===== src/design/sha256_byte_stream_hasher_macros.svh =====
// Assertion macros shared by the SHA-256 byte stream hasher RTL.
// Each macro expects a clock named clk and a synchronous reset named rst in scope.
`ifndef SHA256_BYTE_STREAM_HASHER_MACROS_SVH
`define SHA256_BYTE_STREAM_HASHER_MACROS_SVH

// Same-cycle implication, checked outside reset.
`define SHABS_ASSERT_SAME(label, ante, cons) \
  label: assert property (@(posedge clk) disable iff (rst) (ante) |-> (cons)) \
    else $error("shabs assertion failed");

// Next-cycle implication, checked outside reset.
`define SHABS_ASSERT_NEXT(label, ante, cons) \
  label: assert property (@(posedge clk) disable iff (rst) (ante) |=> (cons)) \
    else $error("shabs assertion failed");

`endif


===== src/design/shabs_pkg.sv =====
// Shared types, constants and the round constant table of the SHA-256 hasher.
// No dependencies; imported by shabs_round and sha256_byte_stream_hasher.
`default_nettype none

package shabs_pkg;

  localparam int WORD_W  = 32;
  localparam int ROUNDS  = 64;
  localparam int RND_W   = $clog2(ROUNDS);
  localparam int FILL_W  = 6;

  // Eight working or chaining words, index 0 is word A / H0.
  typedef logic [7:0][WORD_W-1:0] word8_t;
  // Sixteen-word message window, index 15 holds the oldest word.
  typedef logic [15:0][WORD_W-1:0] block_t;

  localparam logic [7:0] PAD_BYTE = 8'h80;
  localparam logic [FILL_W-1:0] FILL_LAST = 6'd63;
  localparam logic [2:0] LEN_ROW = 3'd7;

  localparam word8_t INIT_HASH = {
    32'h5be0cd19, 32'h1f83d9ab, 32'h9b05688c, 32'h510e527f,
    32'ha54ff53a, 32'h3c6ef372, 32'hbb67ae85, 32'h6a09e667
  };

  // Sequencer states.
  typedef enum logic [4:0] {
    ST_IDLE  = 5'b00001,
    ST_PAD   = 5'b00010,
    ST_ROUND = 5'b00100,
    ST_FINAL = 5'b01000,
    ST_OUT   = 5'b10000
  } state_t;

  // Round constants.
  function automatic logic [WORD_W-1:0] round_k(input logic [RND_W-1:0] idx);
    logic [WORD_W-1:0] k;
    unique case (idx)
      6'd0:  k = 32'h428a2f98;  6'd1:  k = 32'h71374491;
      6'd2:  k = 32'hb5c0fbcf;  6'd3:  k = 32'he9b5dba5;
      6'd4:  k = 32'h3956c25b;  6'd5:  k = 32'h59f111f1;
      6'd6:  k = 32'h923f82a4;  6'd7:  k = 32'hab1c5ed5;
      6'd8:  k = 32'hd807aa98;  6'd9:  k = 32'h12835b01;
      6'd10: k = 32'h243185be;  6'd11: k = 32'h550c7dc3;
      6'd12: k = 32'h72be5d74;  6'd13: k = 32'h80deb1fe;
      6'd14: k = 32'h9bdc06a7;  6'd15: k = 32'hc19bf174;
      6'd16: k = 32'he49b69c1;  6'd17: k = 32'hefbe4786;
      6'd18: k = 32'h0fc19dc6;  6'd19: k = 32'h240ca1cc;
      6'd20: k = 32'h2de92c6f;  6'd21: k = 32'h4a7484aa;
      6'd22: k = 32'h5cb0a9dc;  6'd23: k = 32'h76f988da;
      6'd24: k = 32'h983e5152;  6'd25: k = 32'ha831c66d;
      6'd26: k = 32'hb00327c8;  6'd27: k = 32'hbf597fc7;
      6'd28: k = 32'hc6e00bf3;  6'd29: k = 32'hd5a79147;
      6'd30: k = 32'h06ca6351;  6'd31: k = 32'h14292967;
      6'd32: k = 32'h27b70a85;  6'd33: k = 32'h2e1b2138;
      6'd34: k = 32'h4d2c6dfc;  6'd35: k = 32'h53380d13;
      6'd36: k = 32'h650a7354;  6'd37: k = 32'h766a0abb;
      6'd38: k = 32'h81c2c92e;  6'd39: k = 32'h92722c85;
      6'd40: k = 32'ha2bfe8a1;  6'd41: k = 32'ha81a664b;
      6'd42: k = 32'hc24b8b70;  6'd43: k = 32'hc76c51a3;
      6'd44: k = 32'hd192e819;  6'd45: k = 32'hd6990624;
      6'd46: k = 32'hf40e3585;  6'd47: k = 32'h106aa070;
      6'd48: k = 32'h19a4c116;  6'd49: k = 32'h1e376c08;
      6'd50: k = 32'h2748774c;  6'd51: k = 32'h34b0bcb5;
      6'd52: k = 32'h391c0cb3;  6'd53: k = 32'h4ed8aa4a;
      6'd54: k = 32'h5b9cca4f;  6'd55: k = 32'h682e6ff3;
      6'd56: k = 32'h748f82ee;  6'd57: k = 32'h78a5636f;
      6'd58: k = 32'h84c87814;  6'd59: k = 32'h8cc70208;
      6'd60: k = 32'h90befffa;  6'd61: k = 32'ha4506ceb;
      6'd62: k = 32'hbef9a3f7;  6'd63: k = 32'hc67178f2;
      default: k = '0;
    endcase
    return k;
  endfunction

endpackage

`default_nettype wire


===== src/design/shabs_round.sv =====
// One SHA-256 compression round plus one message schedule step.
// Depends on shabs_pkg; used once per cycle while the top-level sequencer runs rounds.
`default_nettype none

module shabs_round
  import shabs_pkg::*;
(
  input  wire word8_t            v,
  input  wire block_t            win,
  input  wire [RND_W-1:0]        rnd,
  output word8_t                 v_next,
  output logic [WORD_W-1:0]      w_new
);

  logic [WORD_W-1:0] big0, big1, ch, maj, t1, t2, s0, s1, w_t;

  // Schedule: the oldest window word is W[t], the new word is W[t+16].
  always_comb begin
    w_t   = win[15];
    s0    = {win[14][6:0], win[14][31:7]} ^ {win[14][17:0], win[14][31:18]} ^
            (win[14] >> 3);
    s1    = {win[1][16:0], win[1][31:17]} ^ {win[1][18:0], win[1][31:19]} ^
            (win[1] >> 10);
    w_new = s1 + win[6] + s0 + w_t;
  end

  // Round function over the working words A..H.
  always_comb begin
    big1 = {v[4][5:0], v[4][31:6]} ^ {v[4][10:0], v[4][31:11]} ^
           {v[4][24:0], v[4][31:25]};
    ch   = (v[4] & v[5]) ^ (~v[4] & v[6]);
    t1   = v[7] + big1 + ch + round_k(rnd) + w_t;
    big0 = {v[0][1:0], v[0][31:2]} ^ {v[0][12:0], v[0][31:13]} ^
           {v[0][21:0], v[0][31:22]};
    maj  = (v[0] & v[1]) ^ (v[0] & v[2]) ^ (v[1] & v[2]);
    t2   = big0 + maj;
    v_next[7] = v[6];
    v_next[6] = v[5];
    v_next[5] = v[4];
    v_next[4] = v[3] + t1;
    v_next[3] = v[2];
    v_next[2] = v[1];
    v_next[1] = v[0];
    v_next[0] = t1 + t2;
  end

endmodule

`default_nettype wire


===== src/design/sha256_byte_stream_hasher.sv =====
// Channel   | tdata fields (low bit up)             | tuser    | tlast
// s_ (in)   | data_byte[7:0]                        | has_byte | end_of_message
// m_ (out)  | digest_word[31:0], word_index[34:32]  | -        | last_word
//
// A request with a byte shifts it into the block; the 64th byte of a block
// starts the rounds on the single round unit, followed by the chaining add.
// End of message adds one padding byte per free byte of the block (up to 64,
// or 72 with a second block), one or two compressions, then 8 digest words.
// Input is not ready while padding, compressing or emitting; output stalls
// hold the word. Reset is synchronous and restores the initial hash values.
// Depends on shabs_pkg, shabs_round and sha256_byte_stream_hasher_macros.svh.
`default_nettype none

`include "sha256_byte_stream_hasher_macros.svh"

module sha256_byte_stream_hasher
  import shabs_pkg::*;
(
  input  wire         clk,
  input  wire         rst,
  input  wire         s_tvalid,
  output logic        s_tready,
  input  wire  [7:0]  s_tdata,   // data_byte[7:0]
  input  wire         s_tuser,   // has_byte
  input  wire         s_tlast,   // end_of_message
  output logic        m_tvalid,
  input  wire         m_tready,
  output logic [39:0] m_tdata,   // digest_word[31:0], word_index[34:32], zeros
  output logic        m_tlast    // last_word
);

  state_t            state, state_next;
  word8_t            chain, chain_next;
  word8_t            v, v_next, v_round;
  block_t            blk, blk_next;
  logic [FILL_W-1:0] fill, fill_next;
  logic [63:0]       bits, bits_next;
  logic [RND_W-1:0]  rnd, rnd_next;
  logic [2:0]        idx, idx_next;
  logic              end_pend, end_pend_next;
  logic              sent80, sent80_next;
  logic              extra, extra_next;
  logic              final_blk, final_blk_next;
  logic [WORD_W-1:0] w_new;
  logic [7:0]        pad_byte;
  logic              s_acc, m_acc;

  shabs_round u_round (
    .v      (v),
    .win    (blk),
    .rnd    (rnd),
    .v_next (v_round),
    .w_new  (w_new)
  );

  assign s_tready = (state == ST_IDLE);
  assign s_acc    = s_tvalid && s_tready;
  assign m_tvalid = (state == ST_OUT);
  assign m_acc    = m_tvalid && m_tready;
  assign m_tdata  = {5'd0, idx, chain[0]};
  assign m_tlast  = (idx == 3'd7);

  // Padding byte: the marker, then zeros, then the big-endian bit length.
  always_comb begin
    if (!sent80) begin
      pad_byte = PAD_BYTE;
    end else if (extra || fill[5:3] != LEN_ROW) begin
      pad_byte = 8'h00;
    end else begin
      pad_byte = bits[8*(7-fill[2:0]) +: 8];
    end
  end

  // Sequencer and datapath next state.
  always_comb begin
    state_next     = state;
    chain_next     = chain;
    v_next         = v;
    blk_next       = blk;
    fill_next      = fill;
    bits_next      = bits;
    rnd_next       = rnd;
    idx_next       = idx;
    end_pend_next  = end_pend;
    sent80_next    = sent80;
    extra_next     = extra;
    final_blk_next = final_blk;
    unique case (state)
      ST_IDLE: begin
        if (s_acc) begin
          end_pend_next = s_tlast;
          if (s_tuser) begin
            blk_next  = {blk[15][23:0], blk[14:0], s_tdata};
            fill_next = fill + 1'b1;
            bits_next = bits + 64'd8;
          end
          if (s_tuser && fill == FILL_LAST) begin
            state_next = ST_ROUND;
            v_next     = chain;
            rnd_next   = '0;
          end else if (s_tlast) begin
            state_next = ST_PAD;
          end
        end
      end
      ST_PAD: begin
        blk_next  = {blk[15][23:0], blk[14:0], pad_byte};
        fill_next = fill + 1'b1;
        if (!sent80) begin
          sent80_next = 1'b1;
          extra_next  = (fill[5:3] == LEN_ROW);
        end else if (!extra && fill == FILL_LAST) begin
          final_blk_next = 1'b1;
        end
        if (fill == FILL_LAST) begin
          extra_next = 1'b0;
          state_next = ST_ROUND;
          v_next     = chain;
          rnd_next   = '0;
        end
      end
      ST_ROUND: begin
        v_next   = v_round;
        blk_next = {blk[14:0], w_new};
        rnd_next = rnd + 1'b1;
        if (rnd == RND_W'(ROUNDS - 1)) begin
          state_next = ST_FINAL;
        end
      end
      ST_FINAL: begin
        for (int i = 0; i < 8; i++) begin
          chain_next[i] = chain[i] + v[i];
        end
        if (final_blk) begin
          state_next     = ST_OUT;
          idx_next       = '0;
          bits_next      = '0;
          end_pend_next  = 1'b0;
          sent80_next    = 1'b0;
          final_blk_next = 1'b0;
        end else if (end_pend) begin
          state_next = ST_PAD;
        end else begin
          state_next = ST_IDLE;
        end
      end
      ST_OUT: begin
        if (m_acc) begin
          chain_next = {chain[0], chain[7:1]};
          idx_next   = idx + 1'b1;
          if (idx == 3'd7) begin
            chain_next = INIT_HASH;
            state_next = ST_IDLE;
          end
        end
      end
      default: state_next = ST_IDLE;
    endcase
  end

  // Control state and chaining words.
  always_ff @(posedge clk) begin
    if (rst) begin
      state     <= ST_IDLE;
      chain     <= INIT_HASH;
      fill      <= '0;
      bits      <= '0;
      rnd       <= '0;
      idx       <= '0;
      end_pend  <= 1'b0;
      sent80    <= 1'b0;
      extra     <= 1'b0;
      final_blk <= 1'b0;
    end else begin
      state     <= state_next;
      chain     <= chain_next;
      fill      <= fill_next;
      bits      <= bits_next;
      rnd       <= rnd_next;
      idx       <= idx_next;
      end_pend  <= end_pend_next;
      sent80    <= sent80_next;
      extra     <= extra_next;
      final_blk <= final_blk_next;
    end
  end

  // Working words and the message window.
  always_ff @(posedge clk) begin
    v   <= v_next;
    blk <= blk_next;
  end

  // Checks on the sequencer.
  `SHABS_ASSERT_SAME(a_no_in_while_out, m_tvalid, !s_tready)
  `SHABS_ASSERT_NEXT(a_rounds_end, state == ST_ROUND && rnd == RND_W'(ROUNDS - 1),
                     state == ST_FINAL)
  `SHABS_ASSERT_SAME(a_out_clean, state == ST_OUT, fill == '0 && bits == '0)
  `SHABS_ASSERT_NEXT(a_last_to_idle, m_acc && m_tlast, state == ST_IDLE)

endmodule

`default_nettype wire

===== config.mk =====
export PLATFORM = sky130hd
export DESIGN_NAME = sha256_byte_stream_hasher
export DESIGN_NICKNAME = d
export VERILOG_FILES = /design/src/design/shabs_pkg.sv /design/src/design/shabs_round.sv /design/src/design/sha256_byte_stream_hasher.sv
export VERILOG_INCLUDE_DIRS = /design/src /design/src/design
export SDC_FILE = /design/constraint.sdc
export NUM_CORES = 2
export LEC_CHECK = 0
export BUFFER_PORTS_ARGS = -buffer_cell sky130_fd_sc_hd__clkbuf_2
export CORE_ASPECT_RATIO = 0.5
export CORE_MARGIN = 10
export CORE_UTILIZATION = 65
export CTS_BUF_LIST = sky130_fd_sc_hd__clkbuf_8 sky130_fd_sc_hd__clkbuf_16
export DETAILED_ROUTE_END_ITERATION = 6
export PLACE_DENSITY_LB_ADDON = 0.05
export RECOVER_POWER = 100
export SLEW_MARGIN = 10
export SYNTH_ARGS = -nofsm -noshare
export SYNTH_HDL_FRONTEND = slang
export SYNTH_HIERARCHICAL = 1
export SYNTH_SLANG_ARGS = --single-unit

===== constraint.sdc =====
create_clock -name clk -period 36.7 [get_ports clk]
set_clock_uncertainty 0.05 [all_clocks]
set_input_delay 3.67 -clock clk [delete_from_list [all_inputs] [get_ports clk]]
set_output_delay 3.67 -clock clk [all_outputs]
set_load 0.02 [all_outputs]

After elaboration in Yosys (flattened, before gate mapping). Memories as Yosys holds them, arrays and structs flattened. A register that Yosys moved wholly into a read port is not among the register bits. Index checks and enable logic that the tools add are counted.

Shifts and indexed selects: 1. Equal/unequal tests: 22. Multiplexer cells: 47. Bitwise gates (word level): 17. Add/subtract/negate cells: 23. Reduce and logical (&&, ||, !) cells: 22.

Operators with widths (number): $pmux W512 S3 (1); $mux W256 (5); $mux W512 (2); $pmux W256 S3 (1); $add A32 B32 Y32 (18); $pmux W256 S2 (1); $xor A32 B32 Y32 (9); $mux W64 (3); $and A32 B32 Y32 (5); $pmux W64 S2 (1); $add A64 B4 Y64 const B (1); $shiftx A64 B33 Y8 (1); $mux W6 (7); $mux W5 (8); $not A32 Y32 (1); $xor A32 B22 Y32 (1); $xor A32 B29 Y32 (1); $pmux W5 S5 (1); $pmux W6 S3 (1); $mux W8 (2); $reduce_and A3 Y1 (5); $add A6 B1 Y6 const B (2); $eq A6 B6 Y1 const B (2); $ne A2 B1 Y1 const B (6); 25 further kinds (47).

ROM bits: 2048. Output and inout port bits: 43. Memories: 1. Register bits after elaboration: 1112. Logic and storage cells: 174. Input port bits: 14.

Memories: (no name shown) (depth 64, bits a word 32, read ports 1, clocked after memory_dff 1, wr ports 0, line shabs_pkg.sv:38) `unique case (idx)`.

Depth between registers and ports, before layout.
Depth in word-level cells: 8. Mapped depth: 37. Depth with buffers taken out: 35.

By module. Netlist, hierarchy kept.

Modules (own cells, without submodules): sha256_byte_stream_hasher (area an instance 59966.3 µm², seq. area each 29888.7 µm², times used 1, cells an instance 6758); shabs_round (area an instance 18109.9 µm², seq. area each 0.0 µm², times used 1, cells an instance 2382).

Least setup slack after synthesis. Ideal clock, no wire load.

Path type: input to register. Start: input port s_tuser. End: register rnd[2]. Setup slack: 13.196 ns. Required time: 36.520 ns. Buffers on the path: 0. Setup time: 0.130 ns. Arrival time: 23.324 ns. Stages on the path: 5. Path through: a41oi_1 > nor3_1 > o21ai_0 > a21oi_1 > nor2_1.

Cells in the longest elaborated chain, start to end: 3.

Ends and longest elaborated chain: start, declared (line sha256_byte_stream_hasher.sv:24) `input wire s_tuser,`; $logic_and A1 B1 Y1 (line sha256_byte_stream_hasher.sv:97) `if (s_tuser && fill == FILL_LAST) begin`; $ne A2 B1 Y1 (no source line); $reduce_and A4 Y1 (no source line); end signal, assigned (line sha256_byte_stream_hasher.sv:179) `rnd <= rnd_next;`; end, declared (line sha256_byte_stream_hasher.sv:38) `logic [RND_W-1:0] rnd, rnd_next;`.

No other way between the ends. A chain may end at the register's enable or synchronous reset.

==> qor.yml <==
hold_buffers: 0
cp_max_fo: 257
crit_family: "buffers and inverters"
io_buffers: 51
crit_path_top_delay_cell: "clkbuf_1"
max_slew_margin_pct: -580
firstDrtPassIters: 7
cts_tree: "built"
fillCellCount: 9725
endpoint_kind: "flip-flop"
tightestPinTransition_ps: 10190
synthAdderAreaFrac_pct: 11.6
wl_met2_um: 98500
io_pins: 57
die_w_um: 510
via_count: 65287
finalCritPeriodShare_pct: 49.1
synth_compound_gate_area_share_pct: 14.8
path_class: "flip-flop to flip-flop"
fin_crit_ps: 18010
rsz0062_at_grt: "no"
grt_pass1_wl_um: 359000
ys_types: 112
min_path_type: "flip-flop to flip-flop"
ys.flop_type: "edfxtp_1"
final_area_um2: 80800
cts_root_buf: "clkbuf_16"
antenna_found_initial: 3
failed_checks: "capacitance limit, slew limit"
setup_viol: 0
grt_remaining_overflow: 0
ys.warnings.count: 6
drcViolationCount: 0
drv_slew: 1999
cts_buffers: 101
drt_iter0_markers: 8583
drt-total-wl_um: 237000
synth_xor_area_share_pct: 7.04
wl_met3_um: 27600
layout-area-overhead-vs-synth_pct: 3.53
seqCellArea_um2: 29900
start_util_pct: 65.8
min_from: "chain[223]$_SDFFE_PP0P_"
cts_buffer_depth: 3
setup_tns_ps: 0
cts-resized-gates: 0
r2r-start: "state[4]$_SDFFE_PP0P_"
routedWlPerCell_um: 22.8
nNetsFinal: 9310
yosysSeqAreaShare_pct: 38.3
arrival_ps: 18540
synthMuxAreaShare_pct: 1.36
maxCapViolations: 24
clock_sinks: 1109
synthArstFlopShare_pct: 0
clk_pin_slew_ps: 70
synth-edff-count: 768
crit_chain: "or3_1 -> nor3b_1 -> clkbuf_1 -> clkbuf_1 -> clkbuf_1 -> nand2_1 -> nand2_1"
cp_slowest_stage_delay_ps: 7300
htree_levels: 3
hold_viol: 0
insertion_delay_ps: 770
layout-drive-gt1-share_pct: 3.99
synth_area_um2: 78100
syn_avg_cell_area_um2: 8.54
path_buf_inv: 3
top_layer_used: "met5"
std_cell_rows: 89
hpwlAfterDp_um: 168000
synth-simple-area-share_pct: 20.6
multi_input_area_um2: 43300
drtAntennaViolNets: 0
worstSetupStartpointType: "flip-flop"
grt_max_degree: 258
drt-met1-wl_um: 101000
critPathLaunch: "state[4]$_SDFFE_PP0P_"
viasPerCell: 6.29
fp.coreArea_um2: 119000
place_area_um2: 77700
clock.fmax_mhz: 55.5
cpMostUsedCell: "clkbuf_1"
place_congestion: 1.00
synth_top_family_by_area: "simple AND/OR/NAND/NOR gates"
synth-seq-cells: 1109
grt_usage_pct: 33.8
die_h_um: 265
design.die.area_um2: 135000
syn-instance-count: 9140
grt_pass1_vias: 60047
critPathRequiredTime_ps: 37230
cts_setup_buffers: 0
status: "finished, violations left"
## worst reg2reg max path, stage by stage, from the launching register on
cell      delay, ps
dfxtp_1         370
or3_1           410
nor3b_1         270
clkbuf_1       4920
clkbuf_1       3120
clkbuf_1       7360
nand2_1         980
nand2_1         330
## sequential cells by signal (all words and copies together) (netlist names)
name,flops
end_pend,1
rnd,6
chain,224
fill,6
m_tdata,32
bits,61
state,5
final_blk,1
v,256
extra,1
blk,512
sent80,1
idx,3
## path summary, 6_finish.rpt
path | to | slack [ps] | cells past startpoint
worst max-delay path | blk[27]$_DFFE_PP_ | 18690 | 7
worst min-delay path | chain[223]$_SDFFE_PP0P_ | 420 | 2
worst max register to register | blk[27]$_DFFE_PP_ | 18690 | 7
worst min register to register | chain[223]$_SDFFE_PP0P_ | 420 | 2
## cell type report
class	instances	share of cell area, %
clock buffers	111	3.32
repair buffers	117	0.839
multi-input cells	6950	53.6
diodes	2	0.00619
flip-flops and latches	1109	37.0
clock inverters	78	0.833
well taps	1592	2.46
inverters	427	1.98
## logic make-up (layout without fill, tap and decap cells)
logic type	Yosys count	after routing
simple gates	3855	3855
compound gates	1773	1773
flops	1109	1109
buf+inv	1085	733
xor+xnor	626	626
fa+ha+maj	611	611
mux	80	80
other cells	1	7
## per-stage QoR
stage          hold slack (ps)  instances  util (%)  setup WS (ps)
6_report                   422      10386      68.2          18690
5_1_grt                    442      10384      68.2          16940
4_1_cts                    420      10384      68.3          27550
3_5_place_dp               411      10195      65.5          27620
3_3_place_gp               407      10195      65.5          27720
2_1_floorplan              396       9144         -          13200
## synthesized netlist by cell type, drive strengths merged (24+ instances only)
cell	count	area [µm²]
a211o	63	552
a211oi	90	686
a21o	178	1340
a21oi	522	2640
a221oi	59	534
a311oi	40	350
a31oi	55	380
and3	72	457
buf	261	1860
clkbuf	397	1490
dfxtp	341	6830
edfxtp	768	23100
fa	195	3900
ha	395	4940
inv	422	1580
mux2	31	349
mux2i	31	310
nand2	2583	9700
nand2b	77	482
nand3	127	646
nand4	40	250
nor2	529	2000
nor2b	49	307
nor3	225	1130
o211ai	60	455
o21a	44	330
o21ai	373	1890
o21bai	68	510
o22ai	47	294
o31ai	24	195
or3	62	393
xnor2	369	3230
xor2	256	2240
## cells in the final DEF (no fill, tap or decap), drive strengths merged, types with 18 or more instances in the layout
cell type	instances
a211o	63
a211oi	90
a21o	178
a21oi	522
a221oi	59
a311oi	40
a31oi	55
and3	72
buf	46
clkbuf	182
clkinv	48
dfxtp	341
edfxtp	768
fa	195
ha	395
inv	444
maj3	21
mux2	31
mux2i	31
mux4	18
nand2	2583
nand2b	77
nand3	127
nand4	40
nor2	529
nor2b	49
nor3	225
o211ai	60
o21a	44
o21ai	373
o21bai	68
o221ai	21
o22ai	47
o31ai	24
or3	62
xnor2	369
xor2	256
## metal layers
metal  up-vias  global-route usage (%)
li1      30311                       -
met1     31021                    49.6
met2      3430                    48.9
met3       519                    7.38
met4         6                    12.0
met5         -                   0.498
Power is not shown: default switching activity piles up to over one toggle a cycle in this logic, so the estimate is an artifact.
